--- src/hw/rtl/flvp_pkg.sv ---
// Shared constants, types and helpers for the FLV tag stream parser.
package flvp_pkg;

  // Parser phases
  localparam logic [3:0] PH_SIG    = 4'd0;
  localparam logic [3:0] PH_VER    = 4'd1;
  localparam logic [3:0] PH_FLAGS  = 4'd2;
  localparam logic [3:0] PH_HSIZE  = 4'd3;
  localparam logic [3:0] PH_HEXTRA = 4'd4;
  localparam logic [3:0] PH_PREV   = 4'd5;
  localparam logic [3:0] PH_THDR   = 4'd6;
  localparam logic [3:0] PH_BODY   = 4'd7;
  localparam logic [3:0] PH_DEAD   = 4'd8;

  // Report status codes
  localparam logic [2:0] ST_OK        = 3'd0;
  localparam logic [2:0] ST_BAD_HDR   = 3'd1;
  localparam logic [2:0] ST_STREAM_ID = 3'd2;
  localparam logic [2:0] ST_BAD_TYPE  = 3'd3;
  localparam logic [2:0] ST_BAD_MEDIA = 3'd4;
  localparam logic [2:0] ST_BAD_PKT   = 3'd5;
  localparam logic [2:0] ST_TRUNC     = 3'd6;

  // Report kinds
  localparam logic KIND_HEADER = 1'b0;
  localparam logic KIND_TAG    = 1'b1;

  // Tag types
  localparam logic [7:0] TAG_AUDIO  = 8'd8;
  localparam logic [7:0] TAG_VIDEO  = 8'd9;
  localparam logic [7:0] TAG_SCRIPT = 8'd18;

  // Media codes
  localparam logic [3:0] AUDIO_AAC  = 4'd10;
  localparam logic [3:0] VIDEO_AVC  = 4'd7;

  // File header constants
  localparam logic [7:0] FLV_VERSION    = 8'h01;
  localparam logic [7:0] FLAGS_RSVD     = 8'hfa;
  localparam logic [31:0] HDR_BASE_SIZE = 32'd9;

  localparam int TDATA_W = 144;

  // Body-derived part of a tag report
  typedef struct packed {
    logic [2:0]  status;
    logic [7:0]  media_header;
    logic [7:0]  packet_type;
    logic [23:0] composition_offset;
  } tag_fields_t;

  // Signature bytes "FLV"
  function automatic logic [7:0] sig_byte(input logic [1:0] idx);
    case (idx)
      2'd0:    sig_byte = 8'h46;
      2'd1:    sig_byte = 8'h4c;
      2'd2:    sig_byte = 8'h56;
      default: sig_byte = 8'h00;
    endcase
  endfunction

endpackage

--- src/hw/rtl/flvp_tag_eval.sv ---
// Status decision and body-derived fields of one tag report.
module flvp_tag_eval
  import flvp_pkg::*;
(
  input  logic [7:0]  ttype,
  input  logic [23:0] stream_id,
  input  logic [7:0]  media,
  input  logic [7:0]  packet,
  input  logic [23:0] offset,
  input  logic [23:0] got,
  input  logic        complete,
  output tag_fields_t fields
);

  logic [3:0] hi;
  logic [3:0] lo;
  logic [2:0] ok_or_trunc;
  logic [2:0] short_st;

  assign hi = media[7:4];
  assign lo = media[3:0];
  assign ok_or_trunc = complete ? ST_OK : ST_TRUNC;
  assign short_st    = complete ? ST_BAD_PKT : ST_TRUNC;

  // Order: stream id, type, media header, packet type; each needs its bytes first
  always_comb begin
    fields = '0;
    if (stream_id != 24'd0) begin
      fields.status = ST_STREAM_ID;
    end else if (!(ttype inside {TAG_AUDIO, TAG_VIDEO, TAG_SCRIPT})) begin
      fields.status = ST_BAD_TYPE;
    end else if (ttype == TAG_SCRIPT) begin
      fields.status = ok_or_trunc;
    end else if (got == 24'd0) begin
      fields.status = complete ? ST_BAD_MEDIA : ST_TRUNC;
    end else if (ttype == TAG_AUDIO) begin
      fields.media_header = media;
      if (hi inside {4'd12, 4'd13}) begin
        fields.status = ST_BAD_MEDIA;
      end else if (hi != AUDIO_AAC) begin
        fields.status = ok_or_trunc;
      end else if (got < 24'd2) begin
        fields.status = short_st;
      end else begin
        fields.packet_type = packet;
        if (packet > 8'd1) begin
          fields.status = ST_BAD_PKT;
        end else if (packet == 8'd0 && got < 24'd4) begin
          fields.status = short_st;
        end else begin
          fields.status = ok_or_trunc;
        end
      end
    end else begin
      fields.media_header = media;
      if (!(hi inside {[4'd1:4'd5]}) || !(lo inside {[4'd1:4'd7]})) begin
        fields.status = ST_BAD_MEDIA;
      end else if (lo != VIDEO_AVC) begin
        fields.status = ok_or_trunc;
      end else if (got < 24'd2) begin
        fields.status = short_st;
      end else begin
        fields.packet_type = packet;
        if (packet > 8'd2) begin
          fields.status = ST_BAD_PKT;
        end else if (got < 24'd5) begin
          fields.status = short_st;
        end else begin
          fields.composition_offset = offset;
          fields.status = ok_or_trunc;
        end
      end
    end
  end

endmodule

--- src/hw/rtl/flv_tag_stream_parser_core.sv ---
// Top level of the FLV tag stream parser: byte walker and report register.
//
// Usage: feed the FLV file one byte per item on the s_ channel, with s_tlast
// on the final byte. One report leaves on m_ for the file header (on its ninth
// byte, the first byte that breaks it, or a final byte inside it) and one per
// tag (on its last body byte, last tag header byte for an empty body, or a final byte after its header).
// m_tuser tells a header report from a tag report.
// A report is registered: it is valid on m_ in the cycle after its byte is accepted.
// Throughput: one byte per cycle while s_tready is high; the per-byte phase and
// counter update plus the tag status decision sit between the parser state
// and the report register.
// Stall: s_tready falls only while a report is held and m_tready is low.
// Reset (rst, synchronous) and the final byte of a stream both return the
// parser to the start of a new file header; a bad header makes the parser
// drop bytes until the final byte.
module flv_tag_stream_parser_core
  import flvp_pkg::*;
(
  input  logic               clk,
  input  logic               rst,
  input  logic               s_tvalid,
  output logic               s_tready,
  input  logic [7:0]         s_tdata,   // data_byte[7:0]
  input  logic               s_tlast,   // end_of_stream
  output logic               m_tvalid,
  input  logic               m_tready,
  // status[2:0], has_audio[3], has_video[4], rec_type[12:5], data_size[36:13],
  // timestamp[68:37], prev_tag_size[100:69], media_header[108:101],
  // packet_type[116:109], composition_offset[140:117], zero fill[143:141]
  output logic [TDATA_W-1:0] m_tdata,
  output logic               m_tuser    // result_kind
);

  // Parser state
  logic [3:0]  phase, phase_next;
  logic [23:0] cnt, cnt_next;
  logic [31:0] hextra, hextra_next;
  logic [31:0] prev, prev_next;
  logic [7:0]  ttype, ttype_next;
  logic [23:0] blen, blen_next;
  logic [31:0] tstamp, tstamp_next;
  logic [23:0] sid, sid_next;
  logic [7:0]  media, media_next;
  logic [7:0]  pkt, pkt_next;
  logic [23:0] off, off_next;
  logic        aflag, aflag_next;
  logic        vflag, vflag_next;

  logic        acc;
  logic        bad;
  logic        emit_hdr;
  logic        emit_tag;
  logic        complete;
  logic [2:0]  hdr_st;
  logic [23:0] cnt_inc;
  logic [23:0] got;
  logic [31:0] hx;
  tag_fields_t tf;
  logic [TDATA_W-1:0] tdata_next;

  assign acc      = s_tvalid && s_tready;
  assign s_tready = !m_tvalid || m_tready;
  assign cnt_inc  = cnt + 24'd1;
  assign hx       = {hextra[23:0], s_tdata};
  // bytes of body seen, as the tag evaluation needs it
  assign got      = (phase == PH_BODY) ? cnt_inc : 24'd0;

  // Next state for one byte
  always_comb begin
    phase_next  = phase;
    cnt_next    = cnt;
    hextra_next = hextra;
    prev_next   = prev;
    ttype_next  = ttype;
    blen_next   = blen;
    tstamp_next = tstamp;
    sid_next    = sid;
    media_next  = media;
    pkt_next    = pkt;
    off_next    = off;
    aflag_next  = aflag;
    vflag_next  = vflag;
    bad         = 1'b0;
    emit_hdr    = 1'b0;
    emit_tag    = 1'b0;
    complete    = 1'b1;
    hdr_st      = ST_OK;
    case (phase)
      PH_SIG: begin
        if (cnt < 24'd3 && s_tdata == sig_byte(cnt[1:0])) begin
          cnt_next = cnt_inc;
          if (cnt == 24'd2) begin
            phase_next = PH_VER;
            cnt_next   = 24'd0;
          end
        end else begin
          bad = 1'b1;
        end
      end
      PH_VER: begin
        if (s_tdata == FLV_VERSION) phase_next = PH_FLAGS;
        else bad = 1'b1;
      end
      PH_FLAGS: begin
        if ((s_tdata & FLAGS_RSVD) != 8'd0) begin
          bad = 1'b1;
        end else begin
          aflag_next  = s_tdata[2];
          vflag_next  = s_tdata[0];
          phase_next  = PH_HSIZE;
          cnt_next    = 24'd0;
          hextra_next = 32'd0;
        end
      end
      PH_HSIZE: begin
        hextra_next = hx;
        cnt_next    = cnt_inc;
        if (cnt == 24'd3) begin
          emit_hdr    = 1'b1;
          hextra_next = (hx > HDR_BASE_SIZE) ? hx - HDR_BASE_SIZE : 32'd0;
          phase_next  = (hx > HDR_BASE_SIZE) ? PH_HEXTRA : PH_PREV;
          cnt_next    = 24'd0;
        end
      end
      PH_HEXTRA: begin
        hextra_next = hextra - 32'd1;
        if (hextra == 32'd1) begin
          phase_next = PH_PREV;
          cnt_next   = 24'd0;
        end
      end
      PH_PREV: begin
        prev_next = {prev[23:0], s_tdata};
        cnt_next  = cnt_inc;
        if (cnt == 24'd3) begin
          phase_next = PH_THDR;
          cnt_next   = 24'd0;
        end
      end
      PH_THDR: begin
        case (cnt[3:0])
          4'd0: begin
            ttype_next  = s_tdata;
            blen_next   = 24'd0;
            tstamp_next = 32'd0;
            sid_next    = 24'd0;
            media_next  = 8'd0;
            pkt_next    = 8'd0;
            off_next    = 24'd0;
          end
          4'd1, 4'd2, 4'd3: blen_next   = {blen[15:0], s_tdata};
          4'd4, 4'd5, 4'd6: tstamp_next = {8'd0, tstamp[15:0], s_tdata};
          4'd7:             tstamp_next = {s_tdata, tstamp[23:0]};
          default:          sid_next    = {sid[15:0], s_tdata};
        endcase
        cnt_next = cnt_inc;
        if (cnt == 24'd10) begin
          cnt_next = 24'd0;
          if (blen_next == 24'd0) begin
            emit_tag   = 1'b1;
            phase_next = PH_PREV;
          end else begin
            phase_next = PH_BODY;
          end
        end
      end
      PH_BODY: begin
        if (cnt == 24'd0) media_next = s_tdata;
        else if (cnt == 24'd1) pkt_next = s_tdata;
        else if (cnt <= 24'd4) off_next = {off[15:0], s_tdata};
        cnt_next = cnt_inc;
        if (cnt_inc >= blen) begin
          emit_tag   = 1'b1;
          phase_next = PH_PREV;
          cnt_next   = 24'd0;
        end
      end
      default: begin
      end
    endcase

    // broken file header: report once, then drop bytes
    if (bad) begin
      emit_hdr   = 1'b1;
      hdr_st     = ST_BAD_HDR;
      aflag_next = 1'b0;
      vflag_next = 1'b0;
      phase_next = PH_DEAD;
      cnt_next   = 24'd0;
    end

    // final byte with nothing reported yet
    if (s_tlast && !emit_hdr && !emit_tag) begin
      if (phase_next <= PH_HSIZE) begin
        emit_hdr = 1'b1;
        hdr_st   = ST_BAD_HDR;
      end else if (phase_next == PH_BODY) begin
        emit_tag = 1'b1;
        complete = 1'b0;
      end
    end
  end

  flvp_tag_eval u_eval (
    .ttype    (ttype_next),
    .stream_id(sid_next),
    .media    (media_next),
    .packet   (pkt_next),
    .offset   (off_next),
    .got      (got),
    .complete (complete),
    .fields   (tf)
  );

  // Report payload
  always_comb begin
    if (emit_tag) begin
      tdata_next = {3'd0, tf.composition_offset, tf.packet_type, tf.media_header,
                    prev_next, tstamp_next, blen_next, ttype_next,
                    vflag, aflag, tf.status};
    end else begin
      tdata_next = '0;
      tdata_next[2:0] = hdr_st;
      tdata_next[3]   = (hdr_st == ST_OK) ? aflag_next : 1'b0;
      tdata_next[4]   = (hdr_st == ST_OK) ? vflag_next : 1'b0;
    end
  end

  // Parser state registers; the final byte restarts the parser
  always_ff @(posedge clk) begin
    if (rst || (acc && s_tlast)) begin
      phase  <= PH_SIG;
      cnt    <= 24'd0;
      hextra <= 32'd0;
      prev   <= 32'd0;
      ttype  <= 8'd0;
      blen   <= 24'd0;
      tstamp <= 32'd0;
      sid    <= 24'd0;
      media  <= 8'd0;
      pkt    <= 8'd0;
      off    <= 24'd0;
      aflag  <= 1'b0;
      vflag  <= 1'b0;
    end else if (acc) begin
      phase  <= phase_next;
      cnt    <= cnt_next;
      hextra <= hextra_next;
      prev   <= prev_next;
      ttype  <= ttype_next;
      blen   <= blen_next;
      tstamp <= tstamp_next;
      sid    <= sid_next;
      media  <= media_next;
      pkt    <= pkt_next;
      off    <= off_next;
      aflag  <= aflag_next;
      vflag  <= vflag_next;
    end
  end

  // Report register
  always_ff @(posedge clk) begin
    if (rst) begin
      m_tvalid <= 1'b0;
    end else if (acc && (emit_hdr || emit_tag)) begin
      m_tvalid <= 1'b1;
    end else if (m_tready) begin
      m_tvalid <= 1'b0;
    end
  end

  always_ff @(posedge clk) begin
    if (acc && (emit_hdr || emit_tag)) begin
      m_tdata <= tdata_next;
      m_tuser <= emit_tag ? KIND_TAG : KIND_HEADER;
    end
  end

endmodule

--- config.mk ---
export PLATFORM = sky130hd
export DESIGN_NAME = flv_tag_stream_parser_core
export DESIGN_NICKNAME = d
export VERILOG_FILES = /design/src/hw/rtl/flvp_pkg.sv /design/src/hw/rtl/flvp_tag_eval.sv /design/src/hw/rtl/flv_tag_stream_parser_core.sv
export SDC_FILE = /design/constraint.sdc
export NUM_CORES = 1
export LEC_CHECK = 0
export BUFFER_PORTS_ARGS = -buffer_cell sky130_fd_sc_hd__buf_4
export CAP_MARGIN = 20
export CORE_MARGIN = 1
export CORE_UTILIZATION = 50
export CTS_CLUSTER_SIZE = 16
export DETAILED_ROUTE_END_ITERATION = 8
export PLACE_DENSITY = 0.76
export SLEW_MARGIN = 20
export SYNTH_ARGS = -nofsm -noshare
export SYNTH_HDL_FRONTEND = slang
export SYNTH_SLANG_ARGS = --single-unit
--- constraint.sdc ---
create_clock -name clk -period 18.2 [get_ports clk]
set_input_delay 3.64 -clock clk [delete_from_list [all_inputs] [get_ports clk]]
set_output_delay 3.64 -clock clk [all_outputs]
set_load 0.02 [all_outputs]
==> Word level (Yosys, flattened, before mapping) <==
Cells that the tools add are included.
{ "word_totals": {"ff_bits": 368, "in_bits": 13} }
{ "classes": {"mux": 111, "n_bitwise": 2, "n_eq_ne": 35, "reduce_logical": 41, "n_addsub": 3, "magnitude_cmp": 14} }
{ "op_table": {"columns": ["op", "count"], "rows": [
  ["$mux 24", 18],
  ["$mux 32", 8],
  ["$pmux 32 s3", 2],
  ["$pmux 24 s2", 3],
  ["$pmux 24 s6", 1],
  ["$mux 8", 11],
  ["$logic_not 24->1", 3],
  ["$mux 3", 17],
  ["$eq 24x2->1 const B", 2],
  ["$lt 24x2->1 const B", 2],
  ["$lt 24x3->1 const B", 2],
  ["$mux 4", 10],
  ["$eq 4x3->1 const B", 9],
  ["$eq 32x1->1 const B", 1],
  ["$gt 32x4->1 const B", 1],
  ["$pmux 4 s8", 1],
  ["$pmux 8 s2", 2],
  ["$sub 32x1->32 const B", 1],
  ["$sub 32x4->32 const B", 1],
  ["$mux 1", 30],
  ["$add 24x1->24 const B", 1],
  ["$eq 24x1->1 const B", 1],
  ["$eq 24x4->1 const B", 1],
  ["$ge 24x24->1", 1],
  ["45 further kinds", 77]
]} }

==> Longest topological paths before layout <==
{ "logic_depth": {"depth_word": 25, "mapped_depth": 20} }

==> Hierarchy <==
Synthesis repeated with hierarchy kept, for this count alone.
{ "unflattened": {"cells_unflattened": 2121, "area_unflattened_um2": 18804.3} }
{ "modules_own_cells": {"columns": ["mod", "area_per_inst_um2", "instances", "cells_per_inst"], "rows": [
  ["flv_tag_stream_parser_core", 18057.3, 1, 2006],
  ["flvp_tag_eval", 747.0, 1, 115]
]} }

==> Worst setup path before layout <==
Ideal clock, no wire load.
{ "synth_path": {"kind": "input-to-reg", "start": "input s_tdata[1]", "end": "register m_tdata[0], enable pin", "path_buffers": 3, "stages": 13, "t_arrival_ns": 12.618, "setup_slack_ns": 4.891, "cell_sequence": "clkbuf_1 inv_1 ha_1 or3b_2 nor3_1 a41oi_1 o31a_1 o211ai_1 o2111ai_1 nor2b_1 clkbuf_1 buf_2 a21oi_1"} }
{ "synth_via": {"elab_chain_cells": 13, "elab_cells_between_ends": 38, "classes_between": "order compare: 2; eq/ne: 3; mux: 24; reduce/logical: 9"} }
{ "synth_rtl": {"columns": ["element", "line_no", "source"], "rows": [
  ["from (decl)", "flv_tag_stream_parser_core.sv:23", "input logic [7:0] s_tdata,"],
  ["parallel branches: the longest is 11 deep, another holds $gt 32x4->1", null, null],
  ["$logic_or 1x1->1 (*)", "flv_tag_stream_parser_core.sv:274", "if (acc && (emit_hdr || emit_tag)) begin"],
  ["$logic_and 1x1->1 (*)", "flv_tag_stream_parser_core.sv:274", null],
  ["to (signal assigned)", "flv_tag_stream_parser_core.sv:275", "m_tdata <= tdata_next;"],
  ["to (decl)", "flv_tag_stream_parser_core.sv:30", "output logic [TDATA_W-1:0] m_tdata,"]
]} }
Every way passes the cells marked *. The select of a mux whose other input is x is not followed.
A chain may end at the register's enable or synchronous reset.

==> Worst setup path in the final report <==
{ "layout_path": {"start": "input s_tdata[1]", "end": "register m_tdata[27], enable pin"} }
Same word-level chain as after synthesis.

==> reports/metrics.csv <==
stage;metric;value;unit
status;outcome;finished, violations left;
status;violations;design-rule violations;
route;drc_errors;15;
setup_path;cp-start-kind;input port;
route;viasPerCell;6.163;
placement;io_buffers;156;
timing;clock_skew;22.83;ps
setup_path;required;18340;ps
clock_network;cts.sinks;365;
clock_network;cts_buffer_depth;3;
pwr;powerDensity;87.27;nW/µm²
pwr;p_leak;0.007097;µW
synth;synthSimpleGateAreaFrac;0.2224;
timing;slew_viol_final;0;
route;drtAntennaViolNets;0;
worst_hold_path;hp-start;sid[18];
route;drt_pre_antenna_iters;9;
grt;grt_pass1_vias;14866;
grt;grt_max_degree;96;
synth;avgSynthCellArea;8.559;µm²
setup_path;slowest_delay;830;ps
pwr;p_switching;424.7;µW
pwr;vdd_ir_drop_max;0.05390;mV
clock_network;clkLatencyLatePin;530;ps
finish;fill_cells;3063;
floorplanning;die_w;193.5;µm
synth;synth-compound-area-share;0.2008;
setup_path;timing.critical_path.mode_cell;buf_4;
synth;synth-main-ff-cell;dfxtp_1;
timing;final.setup.worst_slack;10330;ps
grt;grt_pass1_wl;81740;µm
synth;synth_top_family_by_area;simple AND/OR/NAND/NOR gates;
grt;overflow;0;
synth;synth_xor_xnor_area_share;0.02628;
setup_path;reg2reg_depth;18;
pwr;combPwrFrac;0.074;
pwr;power.sequential.fraction;0.489;
pwr;internal_power;1389;µW
finish;nets;2220;
timing;rsz0062_at_grt;false;
grt;antenna_found_initial;0;
setup_path;worstReg2RegStart;cnt[0];
setup_path;r2r_end;m_tdata[27];
placement;pre_cts_slack;9877;ps
timing;fin_crit_sh;0.4323;
floorplanning;die_h;193.5;µm
placement;place_congestion;0.8953;
synth;mappedNetlistArea;18330;µm²
clock_network;cts_tree;built;
setup_path;arrival;8010;ps
synth;ys_seq_area_frac;0.4761;
synth;muxShareOfSynthArea;0.002184;
setup_path;cpMaxStageDelayCell;buf_4;
synth;synth_most_common_cell;nor2_1;
finish;diodes;0;
route;dr.first_iter.drc_count;2243;
setup_path;crit_type;input port to flop;
timing;finalSetupViolations;0;
setup_path;worstPathMaxFanout;75;
clock_network;cts_hold_buf;0;
synth;synth_fa_ha_area_frac;0.02184;
synth;ys_top_cells_by_count;nor2_1 (323), nand2_1 (288), dfxtp_1 (223);
clock_network;post_cts_buffers;0;
route;wirelength;50760;µm
floorplanning;dieArea;37430;µm²
finish;finalNonFillerCells;2665;
timing;finalHoldViolCount;0;
setup_path;r2r_slack;11020;ps
clock_network;cts_buffers;39;
timing;slew_headroom;0.2659;
timing;worst_slew_pin_slew;1097;ps
worst_hold_path;hold_path_end;sid[18];
timing;hold_ws;449.6;ps
pwr;swShare;0.2342;
synth;synth_area_leader_cell;dfxtp_1;
timing;fmaxAchievable;127.1;MHz
clock_network;root_buffer;clkbuf_16;
floorplanning;core;35830;µm²
clock_network;cts.clk_slew.worst_paths;60;ps
synth;synthArstFlopShare;0;
run;maxCapViolations;0;
synth;synthCells;2142;
finish;final_layout_size_suffix_gt1_frac;0.1207;
worst_hold_path;hold-path-cell-count;2;
clock_network;htree_num_levels;2;
synth;synthTopCellsByArea;dfxtp_1 (24%), edfxtp_1 (23%), a22oi_1 (8.9%);
placement;dp_cells;2595;
placement;hpwl;32910;µm
floorplanning;io_pins;160;
synth;synth_top_area_frac;0.2435;
timing;finalSetupTns;0;ps
synth;synth_cell_types;78;
setup_path;path_cells;buf_4, inv_1, ha_1, or3b_2, nor3_1, a41oi_1, o31a_1, o211ai_1, o2111ai_1, nor2b_4, buf_4, a21oi_4, buf_4, buf_4;
synth;synth-seq-cells;365;
route;vias;16424;
route;wl_per_cell;19.05;µm
pwr;p_clk_frac;0.437;
floorplanning;start_util;0.5117;
grt;track_usage;0.2655;
synth;synth_warnings;0;
timing;fin_crit;7868;ps
setup_path;worst_setup_path_end_kind;flop;
floorplanning;rows;69;
finish;syn2layout_area_growth;13.37;%
synth;synth_edf_count;142;
clock_network;cts_resized;0;
worst_hold_path;holdCritPathClass;flop to flop;
power by group through the flow:
stage          registers, µW  logic, µW  clock network, µW
2_1_floorplan            934       52.0                  0
3_3_place_gp             904        132                  0
3_5_place_dp             904        133                  0
4_1_cts                  887        133                802
5_1_grt                  888        141                838
6_report                 887        134                793
per-stage QoR:
step	total power (µW)	utilization	area [µm²]
floorplan	986.5	-	18340
global placement	1036	0.5449	19520
detailed placement	1037	0.5449	19520
CTS	1822	0.5800	20780
global route	1867	0.5801	20780
finish	1814	0.5801	20780
critical path: cells and delay by family:
family	cells	cell delay, ps
adder cells (fa/ha/maj)	1	200
AO/OA/AOI/OAI	5	910
buffers and inverters	5	2230
AND/OR/NAND/NOR	3	840
registers in the layout, summed over array words and instances, names as in the netlist, 4 cells and up:
name     cells
tstamp      32
cnt         24
m_tdata    141
ttype        8
prev        32
media        8
sid         24
pkt          8
phase        4
hextra      32
off         24
blen        24
worst max-delay path by stage:
| stage | from | depth (start not counted) | slack [ps] | endpoint |
|---|---|---|---|---|
| finish | s_tdata[1] | 14 | 10330 | m_tdata[27] |
| global route | s_tdata[1] | 14 | 10040 | m_tdata[138] |
| CTS | s_tdata[1] | 14 | 10410 | m_tdata[27] |
| detailed placement | s_tdata[1] | 14 | 9880 | m_tdata[35] |
| global placement | s_tdata[1] | 14 | 10020 | m_tdata[34] |
| floorplan | s_tdata[1] | 13 | 4890 | m_tdata[0] |
cells in the final DEF, fill, tap and decap left out, types with 27 or more instances in the layout:
master,count
a21oi_1,160
a22oi_1,218
buf_4,175
clkbuf_16,39
dfxtp_1,223
edfxtp_1,142
ha_1,32
inv_1,43
nand2_1,287
nand3_1,64
nor2_1,321
nor3_1,42
nor4_1,31
o21ai_0,74
xnor2_1,27
xor2_1,28
layout make-up:
cell class | instances | area, µm² | share of cell area
Multi-Input combinational cell | 1551 | 8743 | 0.4207
Sequential cell | 365 | 8728 | 0.4200
Timing Repair Buffer | 175 | 1314 | 0.06321
Clock buffer | 59 | 1101 | 0.05298
Tap cell | 461 | 576.8 | 0.02775
Inverter | 43 | 161.4 | 0.007766
Clock inverter | 11 | 158.9 | 0.007646
kinds of logic (layout without fill, tap and decap cells):
family                     Yosys count  after routing
xor gates and xnor gates            55             55
buffers and inverters              228            288
adders and majority gates           32             32
AOI/OAI and AO/OA                  561            561
muxes                                4              4
and+or+nand+nor                    896            896
other                                1              3
DFF                                365            365
layer usage:
metal	GRT usage	routed length, µm	share of wire	vias to the layer above
li1	-	-	-	7745
met1	0.3805	22450	0.44	7879
met2	0.4177	23360	0.46	697
met3	0.03330	3548	0.070	103
met4	0.08296	1408	0.028	0
met5	0	0	0	-
No activity file was read; power rests on OpenSTA's default activity.
